<file path="config.mk">
export PLATFORM = sky130hd
export DESIGN_NAME = pwm_duty_frequency_meter_unit_flat
export DESIGN_NICKNAME = d
export VERILOG_FILES = /design/src/rtl/pdfm_pkg.sv /design/src/rtl/pdfm_if.sv /design/src/rtl/pwm_duty_frequency_meter_unit.sv /design/src/rtl/pdfm_div.sv /design/src/rtl/pdfm_ctrl.sv /design/src/rtl/pdfm_datapath.sv /design/src/flat_wrapper.sv
export SDC_FILE = /design/constraint.sdc
export NUM_CORES = 1
export LEC_CHECK = 0
export BUFFER_PORTS_ARGS = -buffer_cell sky130_fd_sc_hd__buf_2
export CORE_MARGIN = 8
export CORE_UTILIZATION = 60
export DETAILED_ROUTE_END_ITERATION = 8
export GPL_TIMING_DRIVEN = 0
export PLACE_DENSITY_LB_ADDON = 0.3
export SYNTH_ARGS = -nofsm -noshare
export SYNTH_HDL_FRONTEND = slang
export SYNTH_SLANG_ARGS = --single-unit
</file>
<file path="constraint.sdc">
create_clock -name clk -period 17.84 [get_ports clk]
set_clock_uncertainty 0.1 [all_clocks]
set_input_delay 1.784 -clock clk [delete_from_list [all_inputs] [get_ports clk]]
set_output_delay 1.784 -clock clk [all_outputs]
set_load 0.01 [all_outputs]
</file>
<file path="src/rtl/pdfm_pkg.sv">
// pdfm_pkg: widths, constants and control structs of the pwm duty/frequency meter
// used by every rtl file of the block, depends on nothing
package pdfm_pkg;

  localparam int COUNT_BITS = 24;
  localparam int DUTY_W     = 7;
  localparam int FREQ_W     = 26;
  localparam int RATE_W     = 27;
  localparam int ADDR_W     = 3;
  localparam int DATA_W     = 32;

  // period is the sum of two counts
  localparam int PER_W  = COUNT_BITS + 1;
  // high count times one hundred
  localparam int PROD_W = COUNT_BITS + 7;
  // dividend covers both the scaled high count and the tick rate
  localparam int DIVD_W = (PROD_W > RATE_W) ? PROD_W : RATE_W;
  localparam int DIVC_W = $clog2(DIVD_W + 1);

  localparam logic [COUNT_BITS-1:0] COUNT_MAX  = {COUNT_BITS{1'b1}};
  localparam logic [PROD_W-1:0]     DUTY_SCALE = PROD_W'(100);
  localparam logic [RATE_W-1:0]     RATE_RESET = RATE_W'(1000000);

  // register index, taken from the byte address
  localparam logic REG_TICK_RATE = 1'b0;

  typedef struct packed {
    logic take;       // an item is accepted
    logic start_run;  // rising edge opens a measurement
    logic hold_high;  // falling edge ends the high run
    logic bump;       // one more tick in the current run
    logic close;      // rising edge ends the period, start duty division
    logic div_freq;   // keep duty, start frequency division
    logic load_out;   // move the finished result into the output register
  } pdfm_cmd_t;

  typedef struct packed {
    logic rise;
    logic fall;
    logic div_busy;
  } pdfm_stat_t;

endpackage

</file>
<file path="src/rtl/pdfm_if.sv">
// pdfm_if: valid/ready channels of the pwm duty/frequency meter
// depends on pdfm_pkg for the field widths
interface pdfm_in_if;
  import pdfm_pkg::*;
  logic valid;
  logic ready;
  logic level;
  modport source (output valid, output level, input ready);
  modport sink (input valid, input level, output ready);
endinterface

interface pdfm_out_if;
  import pdfm_pkg::*;
  logic                  valid;
  logic                  ready;
  logic [COUNT_BITS-1:0] high_ticks;
  logic [COUNT_BITS-1:0] low_ticks;
  logic [DUTY_W-1:0]     duty_percent;
  logic [FREQ_W-1:0]     frequency_hz;
  logic                  saturated;
  modport source (output valid, output high_ticks, output low_ticks, output duty_percent,
                  output frequency_hz, output saturated, input ready);
  modport sink (input valid, input high_ticks, input low_ticks, input duty_percent,
                input frequency_hz, input saturated, output ready);
endinterface

</file>
<file path="src/rtl/pwm_duty_frequency_meter_unit.sv">
// pwm_duty_frequency_meter_unit: top level of the pwm duty/frequency meter
// depends on pdfm_pkg, pdfm_if, pdfm_ctrl, pdfm_datapath and pdfm_div
//
//  channel   dir  handshake       payload
//  samples   in   valid/ready     level
//  results   out  valid/ready     high_ticks, low_ticks, duty_percent, frequency_hz, saturated
//  apb       in   psel/penable    tick_rate_hz at byte address 0
//
// a sample that does not close a period is taken as soon as it is offered
// the sample that closes a period holds the input until both divisions are done and the
// output register is free: one shared divider makes one quotient bit per cycle,
// first for duty, then for frequency
// the result waits in an output register, so counting goes on while it is stalled
// rst is synchronous; no clearing pass is needed
module pwm_duty_frequency_meter_unit
  import pdfm_pkg::*;
(
  input  logic              clk,
  input  logic              rst,
  pdfm_in_if.sink           samples,
  pdfm_out_if.source        results,
  input  logic              psel,
  input  logic              penable,
  input  logic              pwrite,
  input  logic [ADDR_W-1:0] paddr,
  input  logic [DATA_W-1:0] pwdata,
  output logic [DATA_W-1:0] prdata,
  output logic              pready
);

  logic [RATE_W-1:0] tick_rate;
  logic              reg_index;
  logic              cfg_write;
  pdfm_cmd_t         cmd;
  pdfm_stat_t        stat;

  // configuration register, written in the apb access phase
  assign pready    = 1'b1;
  assign reg_index = paddr[2];
  assign cfg_write = psel && penable && pwrite && pready;

  always_ff @(posedge clk) begin
    if (rst) begin
      tick_rate <= RATE_RESET;
    end else if (cfg_write && (reg_index == REG_TICK_RATE)) begin
      tick_rate <= pwdata[RATE_W-1:0];
    end
  end

  // readback of the tick rate, zero for addresses past the register list
  always_comb begin
    if (reg_index == REG_TICK_RATE) begin
      prdata = DATA_W'(tick_rate);
    end else begin
      prdata = '0;
    end
  end

  // phase tracking and division sequencing
  pdfm_ctrl u_ctrl (
    .clk       (clk),
    .rst       (rst),
    .in_valid  (samples.valid),
    .in_ready  (samples.ready),
    .out_valid (results.valid),
    .out_ready (results.ready),
    .stat      (stat),
    .cmd       (cmd)
  );

  // counters, shared divider and result register
  pdfm_datapath u_datapath (
    .clk       (clk),
    .rst       (rst),
    .cmd       (cmd),
    .stat      (stat),
    .level     (samples.level),
    .tick_rate (tick_rate),
    .res_high  (results.high_ticks),
    .res_low   (results.low_ticks),
    .res_duty  (results.duty_percent),
    .res_freq  (results.frequency_hz),
    .res_sat   (results.saturated)
  );

endmodule

</file>
<file path="src/rtl/pdfm_div.sv">
// pdfm_div: restoring divider, one quotient bit per cycle
// depends on pdfm_pkg for the dividend and period widths
module pdfm_div
  import pdfm_pkg::*;
(
  input  logic              clk,
  input  logic              rst,
  input  logic              start,
  input  logic [DIVD_W-1:0] dividend,
  input  logic [PER_W-1:0]  divisor,
  output logic              busy,
  output logic [DIVD_W-1:0] quotient
);

  logic [PER_W-1:0]  rem;
  logic [PER_W-1:0]  dvs;
  logic [DIVC_W-1:0] cnt;
  logic [PER_W:0]    shifted;
  logic              fits;

  // remainder stays below the divisor, so the shifted value fits one more bit
  assign shifted = {rem, quotient[DIVD_W-1]};
  assign fits    = (shifted >= {1'b0, dvs});

  always_ff @(posedge clk) begin
    if (rst) begin
      busy <= 1'b0;
      cnt  <= '0;
    end else if (start) begin
      busy <= 1'b1;
      cnt  <= DIVC_W'(DIVD_W);
    end else if (busy) begin
      cnt <= cnt - 1'b1;
      if (cnt == DIVC_W'(1)) begin
        busy <= 1'b0;
      end
    end
  end

  always_ff @(posedge clk) begin
    if (start) begin
      quotient <= dividend;
      rem      <= '0;
      dvs      <= divisor;
    end else if (busy) begin
      quotient <= {quotient[DIVD_W-2:0], fits};
      if (fits) begin
        rem <= PER_W'(shifted - {1'b0, dvs});
      end else begin
        rem <= shifted[PER_W-1:0];
      end
    end
  end

endmodule

</file>
<file path="src/rtl/pdfm_ctrl.sv">
// pdfm_ctrl: measurement phase and division sequencing
// depends on pdfm_pkg for the command and status structs
module pdfm_ctrl
  import pdfm_pkg::*;
(
  input  logic       clk,
  input  logic       rst,
  input  logic       in_valid,
  output logic       in_ready,
  output logic       out_valid,
  input  logic       out_ready,
  input  pdfm_stat_t stat,
  output pdfm_cmd_t  cmd
);

  typedef enum logic [2:0] {
    S_WAIT,
    S_HIGH,
    S_LOW,
    S_DIV_DUTY,
    S_DIV_FREQ
  } state_t;

  state_t state;
  state_t state_next;
  logic   take;
  logic   out_free;

  assign in_ready = (state == S_WAIT) || (state == S_HIGH) || (state == S_LOW);
  assign take     = in_valid && in_ready;
  assign out_free = !out_valid || out_ready;

  always_comb begin
    cmd        = '0;
    cmd.take   = take;
    state_next = state;
    unique case (state)
      S_WAIT: begin
        if (take && stat.rise) begin
          cmd.start_run = 1'b1;
          state_next    = S_HIGH;
        end
      end
      S_HIGH: begin
        if (take) begin
          if (stat.fall) begin
            cmd.hold_high = 1'b1;
            state_next    = S_LOW;
          end else begin
            cmd.bump = 1'b1;
          end
        end
      end
      S_LOW: begin
        if (take) begin
          if (stat.rise) begin
            cmd.close  = 1'b1;
            state_next = S_DIV_DUTY;
          end else begin
            cmd.bump = 1'b1;
          end
        end
      end
      S_DIV_DUTY: begin
        if (!stat.div_busy) begin
          cmd.div_freq = 1'b1;
          state_next   = S_DIV_FREQ;
        end
      end
      S_DIV_FREQ: begin
        if (!stat.div_busy && out_free) begin
          cmd.load_out = 1'b1;
          state_next   = S_WAIT;
        end
      end
      default: begin
        state_next = S_WAIT;
      end
    endcase
  end

  always_ff @(posedge clk) begin
    if (rst) begin
      state     <= S_WAIT;
      out_valid <= 1'b0;
    end else begin
      state <= state_next;
      if (cmd.load_out) begin
        out_valid <= 1'b1;
      end else if (out_ready) begin
        out_valid <= 1'b0;
      end
    end
  end

endmodule

</file>
<file path="src/rtl/pdfm_datapath.sv">
// pdfm_datapath: tick counters, division operands and result register
// depends on pdfm_pkg and instantiates pdfm_div
module pdfm_datapath
  import pdfm_pkg::*;
(
  input  logic                  clk,
  input  logic                  rst,
  input  pdfm_cmd_t             cmd,
  output pdfm_stat_t            stat,
  input  logic                  level,
  input  logic [RATE_W-1:0]     tick_rate,
  output logic [COUNT_BITS-1:0] res_high,
  output logic [COUNT_BITS-1:0] res_low,
  output logic [DUTY_W-1:0]     res_duty,
  output logic [FREQ_W-1:0]     res_freq,
  output logic                  res_sat
);

  logic                  last_level;
  logic [COUNT_BITS-1:0] run_count;
  logic [COUNT_BITS-1:0] held_high;
  logic                  sat_seen;

  logic [COUNT_BITS-1:0] op_hi;
  logic [COUNT_BITS-1:0] op_lo;
  logic                  op_sat;
  logic [PER_W-1:0]      period;
  logic [DUTY_W-1:0]     duty_q;

  logic [PER_W-1:0]      period_now;
  logic [PROD_W-1:0]     duty_num;
  logic                  div_start;
  logic [DIVD_W-1:0]     div_dividend;
  logic [PER_W-1:0]      div_divisor;
  logic                  div_busy;
  logic [DIVD_W-1:0]     div_quo;

  assign stat.rise     = !last_level && level;
  assign stat.fall     = last_level && !level;
  assign stat.div_busy = div_busy;

  always_ff @(posedge clk) begin
    if (rst) begin
      last_level <= 1'b0;
      run_count  <= '0;
      held_high  <= '0;
      sat_seen   <= 1'b0;
    end else begin
      if (cmd.take) begin
        last_level <= level;
      end
      if (cmd.start_run) begin
        run_count <= COUNT_BITS'(1);
        held_high <= '0;
        sat_seen  <= 1'b0;
      end
      if (cmd.hold_high) begin
        held_high <= run_count;
        run_count <= COUNT_BITS'(1);
      end
      if (cmd.bump) begin
        if (run_count == COUNT_MAX) begin
          sat_seen <= 1'b1;
        end else begin
          run_count <= run_count + 1'b1;
        end
      end
      if (cmd.close) begin
        run_count <= '0;
      end
    end
  end

  // division operands; tick rate read at div_freq, the rest at close
  assign period_now = {1'b0, held_high} + {1'b0, run_count};
  assign duty_num   = PROD_W'(held_high) * DUTY_SCALE;

  assign div_start    = cmd.close || cmd.div_freq;
  assign div_dividend = cmd.close ? DIVD_W'(duty_num) : DIVD_W'(tick_rate);
  assign div_divisor  = cmd.close ? period_now : period;

  always_ff @(posedge clk) begin
    if (cmd.close) begin
      op_hi  <= held_high;
      op_lo  <= run_count;
      op_sat <= sat_seen;
      period <= period_now;
    end
    if (cmd.div_freq) begin
      duty_q <= div_quo[DUTY_W-1:0];
    end
    if (cmd.load_out) begin
      res_high <= op_hi;
      res_low  <= op_lo;
      res_duty <= duty_q;
      res_freq <= div_quo[FREQ_W-1:0];
      res_sat  <= op_sat;
    end
  end

  pdfm_div u_div (
    .clk      (clk),
    .rst      (rst),
    .start    (div_start),
    .dividend (div_dividend),
    .divisor  (div_divisor),
    .busy     (div_busy),
    .quotient (div_quo)
  );

endmodule

</file>
<file path="src/flat_wrapper.sv">
// flat-port wrapper written by rule: the top's interface ports become plain ports
module pwm_duty_frequency_meter_unit_flat import pdfm_pkg::*;
  (clk, rst, psel, penable, pwrite, paddr, pwdata, prdata, pready, samples_valid, samples_level, samples_ready, results_valid, results_high_ticks, results_low_ticks, results_duty_percent, results_frequency_hz, results_saturated, results_ready);
  pdfm_in_if samples_i ();
  pdfm_out_if results_i ();
  input  logic clk;
  input  logic rst;
  input  logic psel;
  input  logic penable;
  input  logic pwrite;
  input  logic [ADDR_W-1:0] paddr;
  input  logic [DATA_W-1:0] pwdata;
  output logic [DATA_W-1:0] prdata;
  output logic pready;
  input wire logic [$bits(samples_i.valid)-1:0] samples_valid;
  input wire logic [$bits(samples_i.level)-1:0] samples_level;
  output wire logic [$bits(samples_i.ready)-1:0] samples_ready;
  output wire logic [$bits(results_i.valid)-1:0] results_valid;
  output wire logic [$bits(results_i.high_ticks)-1:0] results_high_ticks;
  output wire logic [$bits(results_i.low_ticks)-1:0] results_low_ticks;
  output wire logic [$bits(results_i.duty_percent)-1:0] results_duty_percent;
  output wire logic [$bits(results_i.frequency_hz)-1:0] results_frequency_hz;
  output wire logic [$bits(results_i.saturated)-1:0] results_saturated;
  input wire logic [$bits(results_i.ready)-1:0] results_ready;
  assign samples_i.valid = samples_valid;
  assign samples_i.level = samples_level;
  assign samples_ready = samples_i.ready;
  assign results_valid = results_i.valid;
  assign results_high_ticks = results_i.high_ticks;
  assign results_low_ticks = results_i.low_ticks;
  assign results_duty_percent = results_i.duty_percent;
  assign results_frequency_hz = results_i.frequency_hz;
  assign results_saturated = results_i.saturated;
  assign results_i.ready = results_ready;
  pwm_duty_frequency_meter_unit u_core (.clk(clk), .rst(rst), .samples(samples_i), .results(results_i), .psel(psel), .penable(penable), .pwrite(pwrite), .paddr(paddr), .pwdata(pwdata), .prdata(prdata), .pready(pready));
endmodule
</file>
After elaboration in Yosys (flattened, before gate mapping)

Cells that the tools add are included.

Register bits after elaboration: 331
Bits of input ports: 43
Output and inout bits: 117
Word-level logic and storage cells: 109

Add/sub/neg operators: 4
Multiply operators: 1
Magnitude comparators: 1
Eq/ne operators: 13
Muxes and demuxes: 45
Bitwise operators: 1
Reduce and logical (&&, ||, !) cells: 22

Operators with widths:

| kind                                                                   | number |
|---|---|
| 24-bit two-way mux                                                     | 6 |
| 31-bit two-way mux                                                     | 3 |
| 25-bit two-way mux                                                     | 2 |
| 24-bit by 5-bit multiplier with 29-bit output (second input constant)  | 1 |
| 27-bit two-way mux                                                     | 1 |
| 26-bit by 25-bit greater-or-equal comparator with 1-bit output         | 1 |
| 24-bit by 24-bit adder with 25-bit output                              | 1 |
| 25-bit subtractor                                                      | 1 |
| 24-bit by 1-bit adder with 24-bit output (second input constant)       | 1 |
| 24-bit equality test (second input constant)                           | 1 |
| 3-bit two-way mux                                                      | 7 |
| 1-bit two-way mux                                                      | 20 |
| 3-bit one-hot mux with 5 select lines                                  | 1 |
| 5-bit two-way mux                                                      | 2 |
| 2-bit != test (second input constant)                                  | 5 |
| 1-bit logical AND                                                      | 8 |
| 7-bit AND reduction                                                    | 1 |
| 3-bit by 2-bit equality test with 1-bit output (second input constant) | 2 |
| 2-bit nonzero test                                                     | 3 |
| 5-bit by 1-bit equality test with 1-bit output (second input constant) | 1 |
| 5-bit by 1-bit subtractor with 5-bit output (second input constant)    | 1 |
| 1-bit zero test                                                        | 4 |
| 1-bit logical OR                                                       | 4 |
| 2-bit two-way mux                                                      | 2 |
| other kinds (7)                                                        | 8 |

Longest topological paths before layout

Word-level depth: 11
Depth in mapped cells: 14
Mapped depth without buffers: 14

By module

Synthesis repeated with hierarchy kept, for this count alone.

Cell total of the unflattened synthesis: 1740
Area total of the unflattened synthesis: 18237.5 µm²

By module, submodules not included:

| module                        | times used | cells an instance | area an instance (µm²) | sequential area each (µm²) |
|---|---|---|---|---|
| pdfm_datapath                 | 1          | 1075              | 11543.6                | 5645.4 |
| pdfm_div                      | 1          | 472               | 4957.3                 | 2302.2 |
| pwm_duty_frequency_meter_unit | 1          | 155               | 1443.9                 | 540.5 |
| pdfm_ctrl                     | 1          | 38                | 292.8                  | 80.1 |

Worst setup path before layout

No wires, ideal clock.

Path kind: input -> register
Start: in results_ready
End: reg u_core.u_datapath.res_duty[0], enable pin
Setup time: 0.643 ns
Arrival time: 7.849 ns
Required time: 17.097 ns
Slack: 9.249 ns
Stages on the path: 2
Path buffers: 0
Path through: nor2b_1 nor3b_1

RTL lines:

| element              | line                | source |
|---|---|---|
| start, declared      | flat_wrapper.sv:24  | `input wire logic [$bits(results_i.ready)-1:0] results_ready;` |
| end signal, assigned | pdfm_datapath.sv:95 | `res_duty <= duty_q;` |
| end, declared        | pdfm_datapath.sv:14 | `output logic [DUTY_W-1:0] res_duty,` |

Final worst setup path

Start: in samples_valid
End: reg u_core.u_datapath.u_div.quotient[25], enable pin

Longest elaborated chain between the ends: 5

RTL lines:

| element                             | line                | source |
|---|---|---|
| start, declared                     | flat_wrapper.sv:15  | `input wire logic [$bits(samples_i.valid)-1:0] samples_valid;` |
| 1-bit logical AND                   | pdfm_ctrl.sv:30     | `assign take = in_valid && in_ready;` |
| 2-bit two-way mux                   | pdfm_ctrl.sv:55     | `if (take) begin` |
| 1-bit two-way mux                   | pdfm_ctrl.sv:37     | `unique case (state)` |
| 1-bit logical OR                    | pdfm_datapath.sv:78 | `assign div_start = cmd.close \|\| cmd.div_freq;` |
| 2-bit nonzero test (no source line) | --                  |  |
| end signal, assigned                | pdfm_div.sv:42      | `quotient <= dividend;` |
| end signal, assigned                | pdfm_div.sv:46      | `quotient <= {quotient[DIVD_W-2:0], fits};` |
| end, declared                       | pdfm_div.sv:12      | `output logic [DIVD_W-1:0] quotient` |

No other way between the ends.
A chain may end at the register's enable or synchronous reset.

==> impl_metrics.yaml <==
sta:
  achievable-frequency_ghz: 0.181
  holdWs_ns: 0.311
  finalWorstSetupSlack_ns: 12.31
  final-max-slew-violation-count: 0
  worst_slew_pin_slew_ns: 1.35
  finalHoldViolations: 0
  setup-violations-final: 0
  maxSlewHeadroom: 0.0975
  totalNegativeSetupSlack_ns: 0
  finalCritPeriodShare: 0.310
  grt_setup_unrepaired: "false"
  final.min_clock_period_ns: 5.54
layout:
  post_route_cells_drive_above_1_share: 0.136
  post_layout_nonfiller_instances: 2137
  finalCoreUtilization: 0.692
  insertedDiodeCount: 0
  area_growth_syn_to_layout_pct: 14.8
  fin_area_um2: 19000
  design.final.nets: 1957
  fill_cells: 2072
critical_path:
  regToRegEndpoint: "u_core.u_datapath.u_div.quotient[25]"
  timing.critical_path.to_type: "flop"
  crit_path_top_delay_cell: "sky130_fd_sc_hd__inv_1"
  worst-path-max-fanout: 31
  critical-path-top-delay-family: "buffers and inverters"
  cp.required_ns: 17.86
  cp.arrival_ns: 5.55
  worst-r2r-setup-slack_ns: 13.28
  worst_path_most_repeated_cell: "sky130_fd_sc_hd__inv_1"
  worst-path-stages: 10
  worstPathBufferInverterCount: 5
  timing.reg2reg.worst_path_depth: 10
  rr_startpoint: "u_core.u_ctrl.state[0]"
  worstSetupPathType: "in -> reg"
  start_kind: "input pin"
  worstPathCellList: "buf_2, nor2b_1, and3_1, nand2_1, inv_1, nor2_1, inv_1, nor2_1, clkbuf_1, inv_1"
  critical-path-max-stage-delay_ns: 1.07
floorplanning:
  placementRows: 61
  start_util: 0.602
  design.die.area_um2: 33200
  num_io_pins: 160
  placeableCoreArea_um2: 27500
  die_width_um: 182
  die_h_um: 182
route:
  vias_per_cell: 5.84
  vias: 12500
  drt_pre_antenna_iters: 5
  ant_nets: 0
  overall_routed_net_length_um: 40500
  wl_per_cell_um: 19.0
  detail_route.drc_violations: 0
  drt_first_iter_violations: 937
yosys:
  syn_inst: 1569
  synthesis.area_um2: 16600
  synthesis.yosys.warnings: 0
  ys_seq_area_frac: 0.518
  synth_top_flop_cell: "sky130_fd_sc_hd__edfxtp_1"
  asyncSetResetFlopFracSynth: 0
  post_synth_edffs: 194
  synth_cell_type_count: 71
  postSynthRegisterBits: 331
  syn-mean-instance-area_um2: 10.5
grt:
  antenna_found_initial: 0
  grt_start_max_net_pins: 46
  grt_pass1_wl_um: 64500
  grt_overflow_total: 0
  grt.total_usage: 0.242
  via_count_of_the_first_global_routing_pass: 12600
run:
  max_cap_violations: 0
clock_tree:
  cts-root-to-sink-buffers: 3
  postcts_resize_cnt: 0
  cts_inserted_buffers: 35
  clock_sink_count: 331
  cts.hold.buffers_added: 0
  post-cts-setup-buffer-count: 0
  cts_tree: "yes"
  cts_root_buf: "sky130_fd_sc_hd__clkbuf_16"
  worst_skew_late_latency_ns: 0.53
  clock_tree.htree_level_count: 2
  cts.reportedPaths.clkPinSlew_ns: 0.06
power:
  p_per_area_nw_per_um2: 94.5
  vdd.ir_drop.worst_v: 0.0000795
  total_power_mw: 1.80
  p_leak_nw: 8.25
placed_design:
  total_half_perimeter_wirelength_after_legalization_and_detailed_placement_um: 29900
  dp_cells: 2073
  placed_area_um2: 17800
  dp_slack_ns: 11.87
  weighted_congestion_at_the_end_of_routability_driven_global_placement: 0.912
  io_buffer_count: 146
min_path:
  holdPathStages: 0
  hold_class: "reg -> reg"
  holdCritStartpoint: "u_core.u_datapath.op_hi[1]"
  hold_path_end: "u_core.u_datapath.res_high[1]"
outcome:
  result_of_the_run: "complete, no violations"
## worst reg2reg max path: cells and delay by family (launching register included)
family                 cells  cell delay [ns]
DFF                        1             0.31
buffers and inverters      5             2.20
and+or+nand+nor            5             1.45
## flip-flops by register name (all words and copies together), names as in the netlist, 3 cells and up
register / count
u_core.tick_rate: 27
u_core.u_ctrl.state: 3
u_core.u_datapath.duty_q: 7
u_core.u_datapath.held_high: 24
u_core.u_datapath.op_hi: 24
u_core.u_datapath.op_lo: 24
u_core.u_datapath.period: 25
u_core.u_datapath.res_duty: 7
u_core.u_datapath.res_freq: 26
u_core.u_datapath.res_high: 24
u_core.u_datapath.res_low: 24
u_core.u_datapath.run_count: 24
u_core.u_datapath.u_div.cnt: 5
u_core.u_datapath.u_div.dvs: 25
u_core.u_datapath.u_div.quotient: 31
u_core.u_datapath.u_div.rem: 25
## synthesized netlist by cell type (6+ instances only)
cell | n | area (µm²)
sky130_fd_sc_hd__a211oi_1 | 9 | 67.6
sky130_fd_sc_hd__a21boi_0 | 8 | 60.1
sky130_fd_sc_hd__a21o_1 | 19 | 143
sky130_fd_sc_hd__a21oi_1 | 85 | 425
sky130_fd_sc_hd__a22oi_1 | 30 | 225
sky130_fd_sc_hd__a31oi_1 | 27 | 169
sky130_fd_sc_hd__a32oi_1 | 10 | 87.6
sky130_fd_sc_hd__and3_1 | 16 | 100
sky130_fd_sc_hd__and4_1 | 6 | 52.6
sky130_fd_sc_hd__buf_2 | 6 | 30.0
sky130_fd_sc_hd__buf_4 | 7 | 52.6
sky130_fd_sc_hd__clkbuf_1 | 42 | 158
sky130_fd_sc_hd__dfxtp_1 | 137 | 2740
sky130_fd_sc_hd__edfxtp_1 | 194 | 5830
sky130_fd_sc_hd__fa_1 | 21 | 420
sky130_fd_sc_hd__ha_1 | 129 | 1610
sky130_fd_sc_hd__inv_1 | 133 | 499
sky130_fd_sc_hd__mux2i_1 | 19 | 190
sky130_fd_sc_hd__nand2_1 | 200 | 751
sky130_fd_sc_hd__nand2b_1 | 7 | 43.8
sky130_fd_sc_hd__nand3_1 | 22 | 110
sky130_fd_sc_hd__nand3b_1 | 8 | 60.1
sky130_fd_sc_hd__nand4_1 | 8 | 50.1
sky130_fd_sc_hd__nor2_1 | 102 | 383
sky130_fd_sc_hd__nor2b_1 | 41 | 257
sky130_fd_sc_hd__nor3_1 | 18 | 90.1
sky130_fd_sc_hd__o211ai_1 | 6 | 45.0
sky130_fd_sc_hd__o21a_1 | 15 | 113
sky130_fd_sc_hd__o21ai_0 | 64 | 320
sky130_fd_sc_hd__o21ai_1 | 11 | 55.1
sky130_fd_sc_hd__o31ai_1 | 10 | 75.1
sky130_fd_sc_hd__or3_1 | 7 | 43.8
sky130_fd_sc_hd__xnor2_1 | 37 | 324
sky130_fd_sc_hd__xor2_1 | 37 | 324
## layer usage
metal  global-route usage  part of all wire  vias up
li1                     -                 -     5947
met1                0.302              0.41     5937
met2                0.407              0.47      498
met3               0.0461             0.076      107
met4                0.105             0.043        0
met5                    0                 0        -
## how the worst max path moves through the flow
stage,startpoint,to,slack [ns]
global route,samples_valid,u_core.u_datapath.u_div.quotient[25],12.07
CTS,samples_valid,u_core.u_datapath.u_div.quotient[25],12.38
detailed placement,samples_valid,u_core.u_datapath.u_div.quotient[12],11.87
global placement,results_ready,u_core.u_datapath.res_low[12],6.28
finish,samples_valid,u_core.u_datapath.u_div.quotient[25],12.31
floorplan,results_ready,u_core.u_datapath.res_duty[0],9.25
## area by class of cell
type | instances | area [µm²] | share of cell area
buffer | 62 | 292 | 0.0153
multi-input combinational | 1047 | 7210 | 0.380
clock buffer | 42 | 953 | 0.0502
clock inverter | 22 | 215 | 0.0113
sequential | 331 | 8570 | 0.451
inverter | 133 | 499 | 0.0263
tap | 346 | 433 | 0.0228
timing repair buffer | 154 | 830 | 0.0437
## cell families after synthesis
family / Yosys count / share of synthesized area
and+or+nand+nor: 458 / 0.128
AOI/OAI and AO/OA: 338 / 0.132
DFF: 331 / 0.518
buffers and inverters: 195 / 0.0477
adders and majority gates: 150 / 0.123
xor gates and xnor gates: 74 / 0.0392
muxes: 21 / 0.0129
other: 2 / 0.000454
## report_power, final
part / leakage (nW) / switching [mW] / internal (mW)
sequential: 2.94 / 0.00769 / 0.809
combinational: 4.74 / 0.131 / 0.114
clock: 0.573 / 0.304 / 0.429
total: 8.25 / 0.443 / 1.35
## layout by cell type (no fill, tap or decap), types with 9 or more instances in the layout
| cell type | Yosys | final |
|---|---|---|
| sky130_fd_sc_hd__inv_1 | 133 | 133 |
| sky130_fd_sc_hd__o21ai_1 | 11 | 11 |
| sky130_fd_sc_hd__nor2_1 | 102 | 102 |
| sky130_fd_sc_hd__mux2i_1 | 19 | 19 |
| sky130_fd_sc_hd__o31ai_1 | 10 | 10 |
| sky130_fd_sc_hd__fa_1 | 21 | 21 |
| sky130_fd_sc_hd__xnor2_1 | 37 | 37 |
| sky130_fd_sc_hd__and3_1 | 16 | 16 |
| sky130_fd_sc_hd__a21o_1 | 19 | 19 |
| sky130_fd_sc_hd__a32oi_1 | 10 | 10 |
| sky130_fd_sc_hd__clkbuf_16 | 0 | 36 |
| sky130_fd_sc_hd__o21a_1 | 15 | 15 |
| sky130_fd_sc_hd__edfxtp_1 | 194 | 194 |
| sky130_fd_sc_hd__nand3_1 | 22 | 22 |
| sky130_fd_sc_hd__a21oi_1 | 85 | 85 |
| sky130_fd_sc_hd__buf_2 | 6 | 153 |
| sky130_fd_sc_hd__nor3_1 | 18 | 18 |
| sky130_fd_sc_hd__xor2_1 | 37 | 37 |
| sky130_fd_sc_hd__o21ai_0 | 64 | 64 |
| sky130_fd_sc_hd__ha_1 | 129 | 129 |
| sky130_fd_sc_hd__nand2_1 | 200 | 200 |
| sky130_fd_sc_hd__nor2b_1 | 41 | 41 |
| sky130_fd_sc_hd__a31oi_1 | 27 | 27 |
| sky130_fd_sc_hd__clkbuf_1 | 42 | 45 |
| sky130_fd_sc_hd__dfxtp_1 | 137 | 137 |
| sky130_fd_sc_hd__a22oi_1 | 30 | 30 |
| sky130_fd_sc_hd__a211oi_1 | 9 | 9 |
Power figures use the tool's default switching activity.
